<file path="src/rtl/tsbi_pkg.sv">
`timescale 1ns / 1ps
`default_nettype none

package tsbi_pkg;

  // Fraction bits of all Q-format values.
  localparam int FRAC_BITS = 16;

  // Reset values of the query registers and of the scan state.
  localparam logic [31:0] MINUS_ONE = 32'(-(64'sd1 <<< FRAC_BITS));
  localparam logic [31:0] QUERY_ANGLE_RESET = 32'(((64'd211 << FRAC_BITS) + 64'd5) / 64'd10);
  localparam logic [31:0] QUERY_W2_RESET = 32'(64'd5 << FRAC_BITS);
  localparam logic [30:0] TOLERANCE_RESET = 31'(((64'd2 << FRAC_BITS) + 64'd5) / 64'd10);

  // Multiply-divide unit widths.
  localparam int A_W = 34;            // first factor, signed
  localparam int B_W = 43;            // second factor, signed
  localparam int D_W = 34;            // divisor, signed
  localparam int P_W = A_W + B_W;     // product magnitude
  localparam int QB = 41;             // quotient magnitude bits before clamping
  localparam int Q_W = QB + 1;        // signed quotient
  localparam int CNT_W = $clog2(B_W);
  localparam logic [QB-1:0] QLIM_MAG = QB'(64'd1 << (QB - 1));

  // Result status codes.
  localparam logic [1:0] STATUS_OK = 2'd0;
  localparam logic [1:0] STATUS_MISSING = 2'd1;
  localparam logic [1:0] STATUS_ZERO_DIV = 2'd2;

  typedef struct packed {
    logic signed [31:0] row_angle;
    logic signed [31:0] row_w2;
    logic signed [31:0] row_value;
    logic               end_of_table;
  } row_req_t;

  typedef struct packed {
    logic signed [31:0] interpolated_value;
    logic [1:0]         status;
  } result_t;

  typedef struct packed {
    logic                  start;
    logic signed [A_W-1:0] a;
    logic signed [B_W-1:0] b;
    logic signed [D_W-1:0] d;
  } md_req_t;

  typedef struct packed {
    logic                  done;
    logic                  zero;
    logic signed [Q_W-1:0] q;
  } md_rsp_t;

  typedef enum logic [2:0] {
    MD_IDLE,
    MD_MUL,
    MD_DSET,
    MD_DIV,
    MD_FIN,
    MD_DONE
  } md_state_t;

  typedef enum logic [1:0] {
    ST_SCAN,
    ST_LAUNCH,
    ST_WAIT,
    ST_FINISH
  } scan_state_t;

  typedef enum logic [1:0] {
    PH_LOW,
    PH_HIGH,
    PH_ANGLE
  } phase_t;

endpackage

`default_nettype wire

</file>
<file path="src/rtl/tsbi_muldiv.sv">
`timescale 1ns / 1ps
`default_nettype none

// trunc(a*b/d) clamped to +-2^40: shift-add multiply, then restoring divide.
module tsbi_muldiv import tsbi_pkg::*; (
  input  wire logic    clk,
  input  wire logic    rst,
  input  wire md_req_t req,
  output md_rsp_t      rsp
);

  md_state_t state, state_next;

  logic [A_W-1:0]       ma;
  logic [D_W-1:0]       md;
  logic [P_W-1:0]       p;
  logic [D_W-1:0]       r;
  logic [QB-1:0]        q;
  logic [CNT_W-1:0]     cnt;
  logic                 neg;
  logic                 zero;
  logic signed [Q_W-1:0] q_out;

  logic [A_W-1:0]       a_mag;
  logic [B_W-1:0]       b_mag;
  logic [D_W-1:0]       d_mag;
  logic [A_W:0]         mul_sum;
  logic [P_W-QB-1:0]    hi;
  logic [D_W:0]         trial;
  logic                 fits;
  logic [QB-1:0]        q_sat;

  assign a_mag = req.a[A_W-1] ? $unsigned(-req.a) : $unsigned(req.a);
  assign b_mag = req.b[B_W-1] ? $unsigned(-req.b) : $unsigned(req.b);
  assign d_mag = req.d[D_W-1] ? $unsigned(-req.d) : $unsigned(req.d);

  assign mul_sum = {1'b0, p[P_W-1:B_W]} + (p[0] ? {1'b0, ma} : '0);
  assign hi = p[P_W-1:QB];
  assign trial = {r, p[QB-1]};
  assign fits = trial >= {1'b0, md};
  assign q_sat = (q > QLIM_MAG) ? QLIM_MAG : q;

  always_comb begin
    state_next = state;
    case (state)
      MD_IDLE: begin
        if (req.start) begin
          state_next = (d_mag == '0) ? MD_DONE : MD_MUL;
        end
      end
      MD_MUL: begin
        if (cnt == CNT_W'(B_W - 1)) begin
          state_next = MD_DSET;
        end
      end
      MD_DSET: begin
        state_next = (hi >= (P_W-QB)'(md)) ? MD_DONE : MD_DIV;
      end
      MD_DIV: begin
        if (cnt == CNT_W'(QB - 1)) begin
          state_next = MD_FIN;
        end
      end
      MD_FIN:  state_next = MD_DONE;
      MD_DONE: state_next = MD_IDLE;
      default: state_next = MD_IDLE;
    endcase
  end

  always_ff @(posedge clk) begin
    if (rst) begin
      state <= MD_IDLE;
    end else begin
      state <= state_next;
    end
  end

  always_ff @(posedge clk) begin
    case (state)
      MD_IDLE: begin
        if (req.start) begin
          ma   <= a_mag;
          md   <= d_mag;
          p    <= {{A_W{1'b0}}, b_mag};
          cnt  <= '0;
          neg  <= req.a[A_W-1] ^ req.b[B_W-1] ^ req.d[D_W-1];
          zero <= (d_mag == '0);
          // Zero divisor: zero for a zero dividend, else saturate by the sign of the dividend.
          if (a_mag == '0 || b_mag == '0) begin
            q_out <= '0;
          end else if (req.a[A_W-1] ^ req.b[B_W-1]) begin
            q_out <= -$signed({1'b0, QLIM_MAG});
          end else begin
            q_out <= $signed({1'b0, QLIM_MAG});
          end
        end
      end
      MD_MUL: begin
        p   <= {mul_sum, p[B_W-1:1]};
        cnt <= cnt + 1'b1;
      end
      MD_DSET: begin
        r   <= hi[D_W-1:0];
        cnt <= '0;
        q   <= '0;
        q_out <= neg ? -$signed({1'b0, QLIM_MAG}) : $signed({1'b0, QLIM_MAG});
      end
      MD_DIV: begin
        r   <= fits ? D_W'(trial - {1'b0, md}) : trial[D_W-1:0];
        q   <= {q[QB-2:0], fits};
        p   <= {p[P_W-2:0], 1'b0};
        cnt <= cnt + 1'b1;
      end
      MD_FIN: begin
        q_out <= neg ? -$signed({1'b0, q_sat}) : $signed({1'b0, q_sat});
      end
      default: begin
      end
    endcase
  end

  assign rsp.done = (state == MD_DONE);
  assign rsp.zero = zero;
  assign rsp.q    = q_out;

endmodule

`default_nettype wire

</file>
<file path="src/rtl/table_scan_bilinear_interp_core.sv">
`timescale 1ns / 1ps
`default_nettype none

// Bilinear interpolation over a streamed table. Rows (angle, w2, value, all
// signed Q16.16) arrive one per request and are taken one per cycle while the
// table is scanned. The first row whose angle is within angle_tolerance of
// query_angle fixes the low angle, a later different angle within tolerance
// the high angle; on each angle the first row with w2 below query_w2 and the
// row before it form an edge. The scan ends on the high edge, on
// end_of_table, or on a row with a non-positive angle (that row is not used).
// Then a result is made: interpolation in w2 on each edge, then in angle,
// each a multiply-divide in a single shared shift-add / restoring-divide unit,
// and the input is held off meanwhile; with corners missing the result
// (status 1, value 0) is made without the unit. A zero divisor gives status
// 2 with a saturated quotient, or zero for a zero dividend. If the
// ending row was not end_of_table, later rows are dropped up to and including
// the next end_of_table row. The result sits in an output register, so the
// next scan proceeds while it waits. Configuration writes take effect at once
// and are meant for idle periods only.
module table_scan_bilinear_interp_core import tsbi_pkg::*; (
  input  wire logic        clk,
  input  wire logic        rst,
  input  wire logic        cfg_write,
  input  wire logic [1:0]  cfg_index,
  input  wire logic [31:0] cfg_data,
  input  wire logic        in_valid,
  output logic             in_ready,
  input  wire row_req_t    in_req,
  output logic             out_valid,
  input  wire logic        out_ready,
  output result_t          out_res
);

  localparam logic [1:0] REG_QUERY_ANGLE = 2'd0;
  localparam logic [1:0] REG_QUERY_W2    = 2'd1;
  localparam logic [1:0] REG_TOLERANCE   = 2'd2;

  localparam logic signed [42:0] EDGE_MAX = 43'sd1 <<< 40;
  localparam logic signed [42:0] EDGE_MIN = -(43'sd1 <<< 40);
  localparam logic signed [42:0] RES_MAX  = 43'sd2147483647;
  localparam logic signed [42:0] RES_MIN  = -43'sd2147483648;

  // Query registers.
  logic signed [31:0] query_angle;
  logic signed [31:0] query_w2;
  logic [30:0]        angle_tolerance;

  // Scan state.
  logic               low_angle_found, high_angle_found;
  logic               low_edge_found, high_edge_found;
  logic               result_sent;
  logic signed [31:0] low_angle, high_angle;
  logic signed [31:0] previous_w2, previous_value;
  logic signed [31:0] edge_w2 [4];
  logic signed [31:0] edge_value [4];

  // Result sequencing.
  scan_state_t        state, state_next;
  phase_t             phase;
  logic               eot_pending;
  logic               missing;
  logic               zero_seen;
  logic signed [41:0] edge_lo, edge_hi;
  logic signed [31:0] res;

  md_req_t            md_req;
  md_rsp_t            md_rsp;
  logic               md_start;

  // Row evaluation, in the order: low angle, low edge, high angle, high edge.
  logic               in_fire, row_live, row_pos, scan_end, clear_scan, finish_fire;
  logic signed [32:0] adiff;
  logic [32:0]        amag;
  logic               near, below;
  logic               laf_n, hef_n;
  logic signed [31:0] la_n, ha_n;
  logic               cap_lo, set_hi, cap_hi;
  logic signed [42:0] edge_sum, res_sum;
  logic signed [31:0] z0;

  assign in_fire  = in_valid && in_ready;
  assign row_live = in_fire && !result_sent;
  assign row_pos  = !in_req.row_angle[31] && (in_req.row_angle != '0);

  assign adiff = 33'(query_angle) - 33'(in_req.row_angle);
  assign amag  = adiff[32] ? $unsigned(-adiff) : $unsigned(adiff);
  assign near  = amag <= {2'b00, angle_tolerance};
  assign below = in_req.row_w2 < query_w2;

  // A non-positive row is not processed, so it captures no edge.
  always_comb begin
    laf_n = low_angle_found;
    la_n  = low_angle;
    if (!low_angle_found && near) begin
      laf_n = 1'b1;
      la_n  = in_req.row_angle;
    end
    cap_lo = row_pos && laf_n && (in_req.row_angle == la_n) && below && !low_edge_found;
    set_hi = !high_angle_found && near && (in_req.row_angle != la_n);
    ha_n   = set_hi ? in_req.row_angle : high_angle;
    cap_hi = row_pos && (high_angle_found || set_hi) && (in_req.row_angle == ha_n)
             && below && !high_edge_found;
    hef_n  = high_edge_found || cap_hi;
  end

  assign scan_end = row_live && (!row_pos || hef_n || in_req.end_of_table);
  assign finish_fire = (state == ST_FINISH) && (!out_valid || out_ready);
  assign clear_scan = (in_fire && result_sent && in_req.end_of_table)
                      || (finish_fire && eot_pending);

  // Next state and unit control.
  always_comb begin
    state_next = state;
    in_ready   = 1'b0;
    md_start   = 1'b0;
    case (state)
      ST_SCAN: begin
        in_ready = 1'b1;
        if (scan_end) begin
          state_next = (low_edge_found || cap_lo) && hef_n ? ST_LAUNCH : ST_FINISH;
        end
      end
      ST_LAUNCH: begin
        md_start   = 1'b1;
        state_next = ST_WAIT;
      end
      ST_WAIT: begin
        if (md_rsp.done) begin
          state_next = (phase == PH_ANGLE) ? ST_FINISH : ST_LAUNCH;
        end
      end
      ST_FINISH: begin
        if (finish_fire) begin
          state_next = ST_SCAN;
        end
      end
      default: state_next = ST_SCAN;
    endcase
  end

  // Operands for the shared multiply-divide.
  always_comb begin
    md_req.start = md_start;
    case (phase)
      PH_LOW: begin
        md_req.a = A_W'(query_w2) - A_W'(edge_w2[0]);
        md_req.b = B_W'(edge_value[1]) - B_W'(edge_value[0]);
        md_req.d = D_W'(edge_w2[1]) - D_W'(edge_w2[0]);
      end
      PH_HIGH: begin
        md_req.a = A_W'(query_w2) - A_W'(edge_w2[2]);
        md_req.b = B_W'(edge_value[3]) - B_W'(edge_value[2]);
        md_req.d = D_W'(edge_w2[3]) - D_W'(edge_w2[2]);
      end
      PH_ANGLE: begin
        md_req.a = A_W'(query_angle) - A_W'(low_angle);
        md_req.b = B_W'(edge_hi) - B_W'(edge_lo);
        md_req.d = D_W'(high_angle) - D_W'(low_angle);
      end
      default: begin
        md_req.a = '0;
        md_req.b = '0;
        md_req.d = '0;
      end
    endcase
  end

  assign z0       = (phase == PH_LOW) ? edge_value[0] : edge_value[2];
  assign edge_sum = 43'(z0) + 43'(md_rsp.q);
  assign res_sum  = 43'(edge_lo) + 43'(md_rsp.q);

  tsbi_muldiv u_muldiv (
    .clk (clk),
    .rst (rst),
    .req (md_req),
    .rsp (md_rsp)
  );

  always_ff @(posedge clk) begin
    if (rst) begin
      state <= ST_SCAN;
    end else begin
      state <= state_next;
    end
  end

  // Configuration writes.
  always_ff @(posedge clk) begin
    if (rst) begin
      query_angle     <= QUERY_ANGLE_RESET;
      query_w2        <= QUERY_W2_RESET;
      angle_tolerance <= TOLERANCE_RESET;
    end else if (cfg_write) begin
      case (cfg_index)
        REG_QUERY_ANGLE: query_angle     <= cfg_data;
        REG_QUERY_W2:    query_w2        <= cfg_data;
        REG_TOLERANCE:   angle_tolerance <= cfg_data[30:0];
        default: begin
        end
      endcase
    end
  end

  // Scan state: clear on reset or rearm, advance on every live positive row.
  always_ff @(posedge clk) begin
    if (rst || clear_scan) begin
      low_angle_found  <= 1'b0;
      high_angle_found <= 1'b0;
      low_edge_found   <= 1'b0;
      high_edge_found  <= 1'b0;
      result_sent      <= 1'b0;
      low_angle        <= MINUS_ONE;
      high_angle       <= MINUS_ONE;
      previous_w2      <= MINUS_ONE;
      previous_value   <= MINUS_ONE;
      for (int i = 0; i < 4; i++) begin
        edge_w2[i]    <= MINUS_ONE;
        edge_value[i] <= MINUS_ONE;
      end
    end else begin
      if (row_live && row_pos) begin
        low_angle_found  <= laf_n;
        low_angle        <= la_n;
        high_angle_found <= high_angle_found || set_hi;
        high_angle       <= ha_n;
        high_edge_found  <= hef_n;
        if (cap_lo) begin
          low_edge_found <= 1'b1;
          edge_w2[0]     <= in_req.row_w2;
          edge_value[0]  <= in_req.row_value;
          edge_w2[1]     <= previous_w2;
          edge_value[1]  <= previous_value;
        end
        if (cap_hi) begin
          edge_w2[2]    <= in_req.row_w2;
          edge_value[2] <= in_req.row_value;
          edge_w2[3]    <= previous_w2;
          edge_value[3] <= previous_value;
        end
        previous_w2    <= in_req.row_w2;
        previous_value <= in_req.row_value;
      end
      // Drop rows until end_of_table once a result has gone out mid-table.
      if (finish_fire && !eot_pending) begin
        result_sent <= 1'b1;
      end
    end
  end

  // Result sequencing.
  always_ff @(posedge clk) begin
    if (scan_end) begin
      eot_pending <= in_req.end_of_table;
      missing     <= !((low_edge_found || cap_lo) && hef_n);
      zero_seen   <= 1'b0;
      phase       <= PH_LOW;
    end else if (state == ST_WAIT && md_rsp.done) begin
      zero_seen <= zero_seen || md_rsp.zero;
      case (phase)
        PH_LOW: begin
          edge_lo <= (edge_sum > EDGE_MAX) ? EDGE_MAX[41:0]
                   : (edge_sum < EDGE_MIN) ? EDGE_MIN[41:0] : edge_sum[41:0];
          phase   <= PH_HIGH;
        end
        PH_HIGH: begin
          edge_hi <= (edge_sum > EDGE_MAX) ? EDGE_MAX[41:0]
                   : (edge_sum < EDGE_MIN) ? EDGE_MIN[41:0] : edge_sum[41:0];
          phase   <= PH_ANGLE;
        end
        default: begin
          res <= (res_sum > RES_MAX) ? RES_MAX[31:0]
               : (res_sum < RES_MIN) ? RES_MIN[31:0] : res_sum[31:0];
        end
      endcase
    end
  end

  // Output register: hold until taken.
  always_ff @(posedge clk) begin
    if (rst) begin
      out_valid <= 1'b0;
    end else if (finish_fire) begin
      out_valid <= 1'b1;
    end else if (out_ready) begin
      out_valid <= 1'b0;
    end
  end

  always_ff @(posedge clk) begin
    if (finish_fire) begin
      out_res.interpolated_value <= missing ? '0 : res;
      out_res.status <= missing ? STATUS_MISSING
                      : (zero_seen ? STATUS_ZERO_DIV : STATUS_OK);
    end
  end

endmodule

`default_nettype wire

</file>
<file path="config.mk">
export PLATFORM = sky130hd
export DESIGN_NAME = table_scan_bilinear_interp_core
export DESIGN_NICKNAME = d
export VERILOG_FILES = /design/src/rtl/tsbi_pkg.sv /design/src/rtl/tsbi_muldiv.sv /design/src/rtl/table_scan_bilinear_interp_core.sv
export SDC_FILE = /design/constraint.sdc
export NUM_CORES = 2
export LEC_CHECK = 0
export BUFFER_PORTS_ARGS = -buffer_cell sky130_fd_sc_hd__buf_4
export CAP_MARGIN = 5
export CORE_MARGIN = 5
export CORE_UTILIZATION = 62
export DETAILED_ROUTE_END_ITERATION = 12
export PLACE_DENSITY = 0.79
export SLEW_MARGIN = 20
export SYNTH_ARGS = -nofsm -noshare
export SYNTH_HDL_FRONTEND = slang
export SYNTH_SLANG_ARGS = --single-unit
</file>
<file path="constraint.sdc">
create_clock -name clk -period 19.4 [get_ports clk]
set_clock_uncertainty 0.2 [all_clocks]
set_input_delay 0.97 -clock clk [delete_from_list [all_inputs] [get_ports clk]]
set_output_delay 0.97 -clock clk [all_outputs]
set_load 0.05 [all_outputs]
</file>
==> flow_summary.ini <==
[outcome]
status = complete, no violations

[worst_setup_path]
timing.rr.start = query_angle[0]$_SDFFE_PP0P_
cpMostUsedCell = o21a_1
crit_type = in -> reg
cp_slowest_cell = or3_2
critPathCaptureType = register
required_ns = 19.52
setup.worst_path.start = in_req[65]
max_stage_delay_ns = 0.92
cp_max_fo = 66
cp.arrival_ns = 10.48
startpoint_type = input port

[yosys]
yosysSeqAreaShare = 0.368
yosysWarnings = 0
synth_top_flop_cell = edfxtp_1
ys_seq_elements = 915
synth_most_common_cell = nand2_1
yosys.area.top_type_share = 0.299
synth.distinct_cells = 109
synth_commonest_cells = 819 x nand2_1, 678 x edfxtp_1, 647 x nor2_1, 602 x a21oi_1, 555 x ha_1
synthTopCellsByArea = edfxtp_1 30%, ha_1 10%, dfxtp_1 7.0%
syn-mean-instance-area_um2 = 8.77
synthArstFlopShare = 0
syn-cell-area_um2 = 68200
yosys.area.top_type = edfxtp_1
synth_edf_count = 678
netlist_instances = 7779

[clocking]
post_cts_buffers = 0
worstSkewPairLatency_ns = 0.71
root_buffer = clkbuf_16
cts_tree = built
cts_sinks = 915
cts_resized = 0
cts_max_level = 3
clkTransAtPathRegs_ns = 0.06
max-clock-path-buffers = 3
cts_hold_buf = 0
numCtsBuffers = 98

[sta]
final.period_utilization = 0.534
tns_ns = 0
slew_headroom = 0.126
worstMarginPinSlew_ns = 1.31
hold_viol_final = 0
finalSetupViolations = 0
report.final.slew_viol_count = 0
rsz0062_at_grt = false
min_period_ns = 10.36
fmaxAchievable_mhz = 96.5

[finish]
final_nets = 8510
layout-drive-gt1-share = 0.0682
syn_to_final_growth_pct = 8.69
seqCellArea_um2 = 25100
num-fill-cells = 8642
multi_input_area_um2 = 40300

[grt]
grt_pass1_vias = 55400
grt_max_degree = 109
antenna_found_initial = 7
grt_usage = 0.356
grt_pass1_wl_mm = 326
overflow = 0

[detailed_routing]
firstDrtPassIters = 7
wl_mm = 217
antenna_left = 0
initialDrtViolationCount = 7857
routedWlPerCell_um = 23.3
post-route-drc-count = 0
vias = 61100
routed_via_density = 6.56

[min_path]
min_from = angle_tolerance[21]$_SDFFE_PP0P_
hold_class = reg -> reg

[placement]
io_buffer_count = 171
gp_congestion = 1.07
dp_hpwl_mm = 168

[die]
core-area_um2 = 109000
die_h_um = 342
die_w_um = 342
fp.dieArea_um2 = 117000
num_rows = 121
start_util = 0.626
num_io_pins = 172

[power_and_ir_drop]
power.total_w = 0.00591
power_density_nw_per_um2 = 79.7
peakVddDrop_uv = 78.0
leakage_nw = 30.5

[flow_run]
drv_cap = 0
==> routing by layer <==
metal | global-route usage | share of wire | vias up
met3 | 0.0988 | 0.14 | 468
met1 | 0.524 | 0.42 | 28600
met4 | 0.125 | 0.041 | 6
met2 | 0.504 | 0.40 | 3515
li1 | - | - | 28400
met5 | 0 | 0.00017 | -
==> area by class of cell <==
type / count / share of cell area
Antenna cell: 3 / 0.000101
Clock buffer: 135 / 0.0372
Clock inverter: 49 / 0.00761
Inverter: 493 / 0.0250
Multi-Input combinational cell: 6064 / 0.544
Sequential cell: 915 / 0.339
Tap cell: 1414 / 0.0239
Timing Repair Buffer: 234 / 0.0239
==> cell usage in the layout, fill, tap and decap left out, types with 148 or more instances in the layout <==
master,instances
ha_1,555
edfxtp_1,678
and3_1,163
nor3_1,167
o21ai_0,412
xnor2_1,236
buf_4,232
nand2_1,817
inv_1,491
dfxtp_1,234
nor2_1,639
a21oi_1,602
nand2b_1,148
xor2_1,222
a21o_1,172
nand3_1,159
==> where the power goes <==
part	switching, W	total (W)	internal (W)	leakage [nW]
combinational	0.00102	0.00161	0.000590	20.8
sequential	0.000100	0.00236	0.00226	8.03
clock	0.000827	0.00194	0.00111	1.61
total	0.00195	0.00591	0.00396	30.5
==> critical path: cells and delay by family <==
kind	cells	cell delay, ns
AO/OA/AOI/OAI	20	4.80
XOR/XNOR	1	0.16
adder cells (fa/ha/maj)	3	0.95
buffers and inverters	2	1.01
multiplexers	1	0.32
AND/OR/NAND/NOR	5	2.16
==> stage by stage <==
step / util / instance area, um^2 / setup WS (ns) / hold slack [ns] / std cells
final: 0.680 / 74100 / 9.04 / 0.252 / 9307
after global routing: 0.680 / 74100 / 8.48 / 0.261 / 9305
after CTS: 0.680 / 74100 / 9.13 / 0.245 / 9302
after detailed placement: 0.649 / 70800 / 8.43 / 0.247 / 9118
after global placement: 0.649 / 70800 / 8.56 / 0.243 / 9118
after floorplan: - / 68200 / 2.85 / 0.229 / 7780
==> registers in the layout (all words and copies together), names as in the netlist, 6 cells and up <==
signal	cells
edge_hi	42
u_muldiv.cnt	6
high_angle	32
previous_value	32
query_angle	32
low_angle	32
u_muldiv.ma	34
u_muldiv.r	34
edge_w2	128
edge_lo	42
u_muldiv.q	41
previous_w2	32
res	32
query_w2	32
u_muldiv.q_out	42
edge_value	128
out_res	34
angle_tolerance	31
u_muldiv.p	77
u_muldiv.md	34
==> cell families (layout without fill, tap and decap cells) <==
group / after synthesis / in the layout / synth area share
buffers and inverters: 801 / 911 / 0.0443
DFF: 915 / 915 / 0.368
adders and majority gates: 568 / 568 / 0.106
AOI/OAI and AO/OA: 2064 / 2064 / 0.197
other: 1 / 5 / 0.0000550
and+or+nand+nor: 2818 / 2818 / 0.204
xor gates and xnor gates: 458 / 458 / 0.0588
muxes: 154 / 154 / 0.0228
==> worst paths after layout <==
check | end | slack (ns) | cells past startpoint
worst min-delay path | angle_tolerance[21]$_SDFFE_PP0P_ | 0.25 | 2
worst min register to register | angle_tolerance[21]$_SDFFE_PP0P_ | 0.25 | 2
worst max register to register | edge_value[1][3]$_SDFFCE_PN0P_ | 9.12 | 32
worst max-delay path | edge_value[1][3]$_SDFFCE_PN0P_ | 9.04 | 32
(Power assumes the default switching activity.)
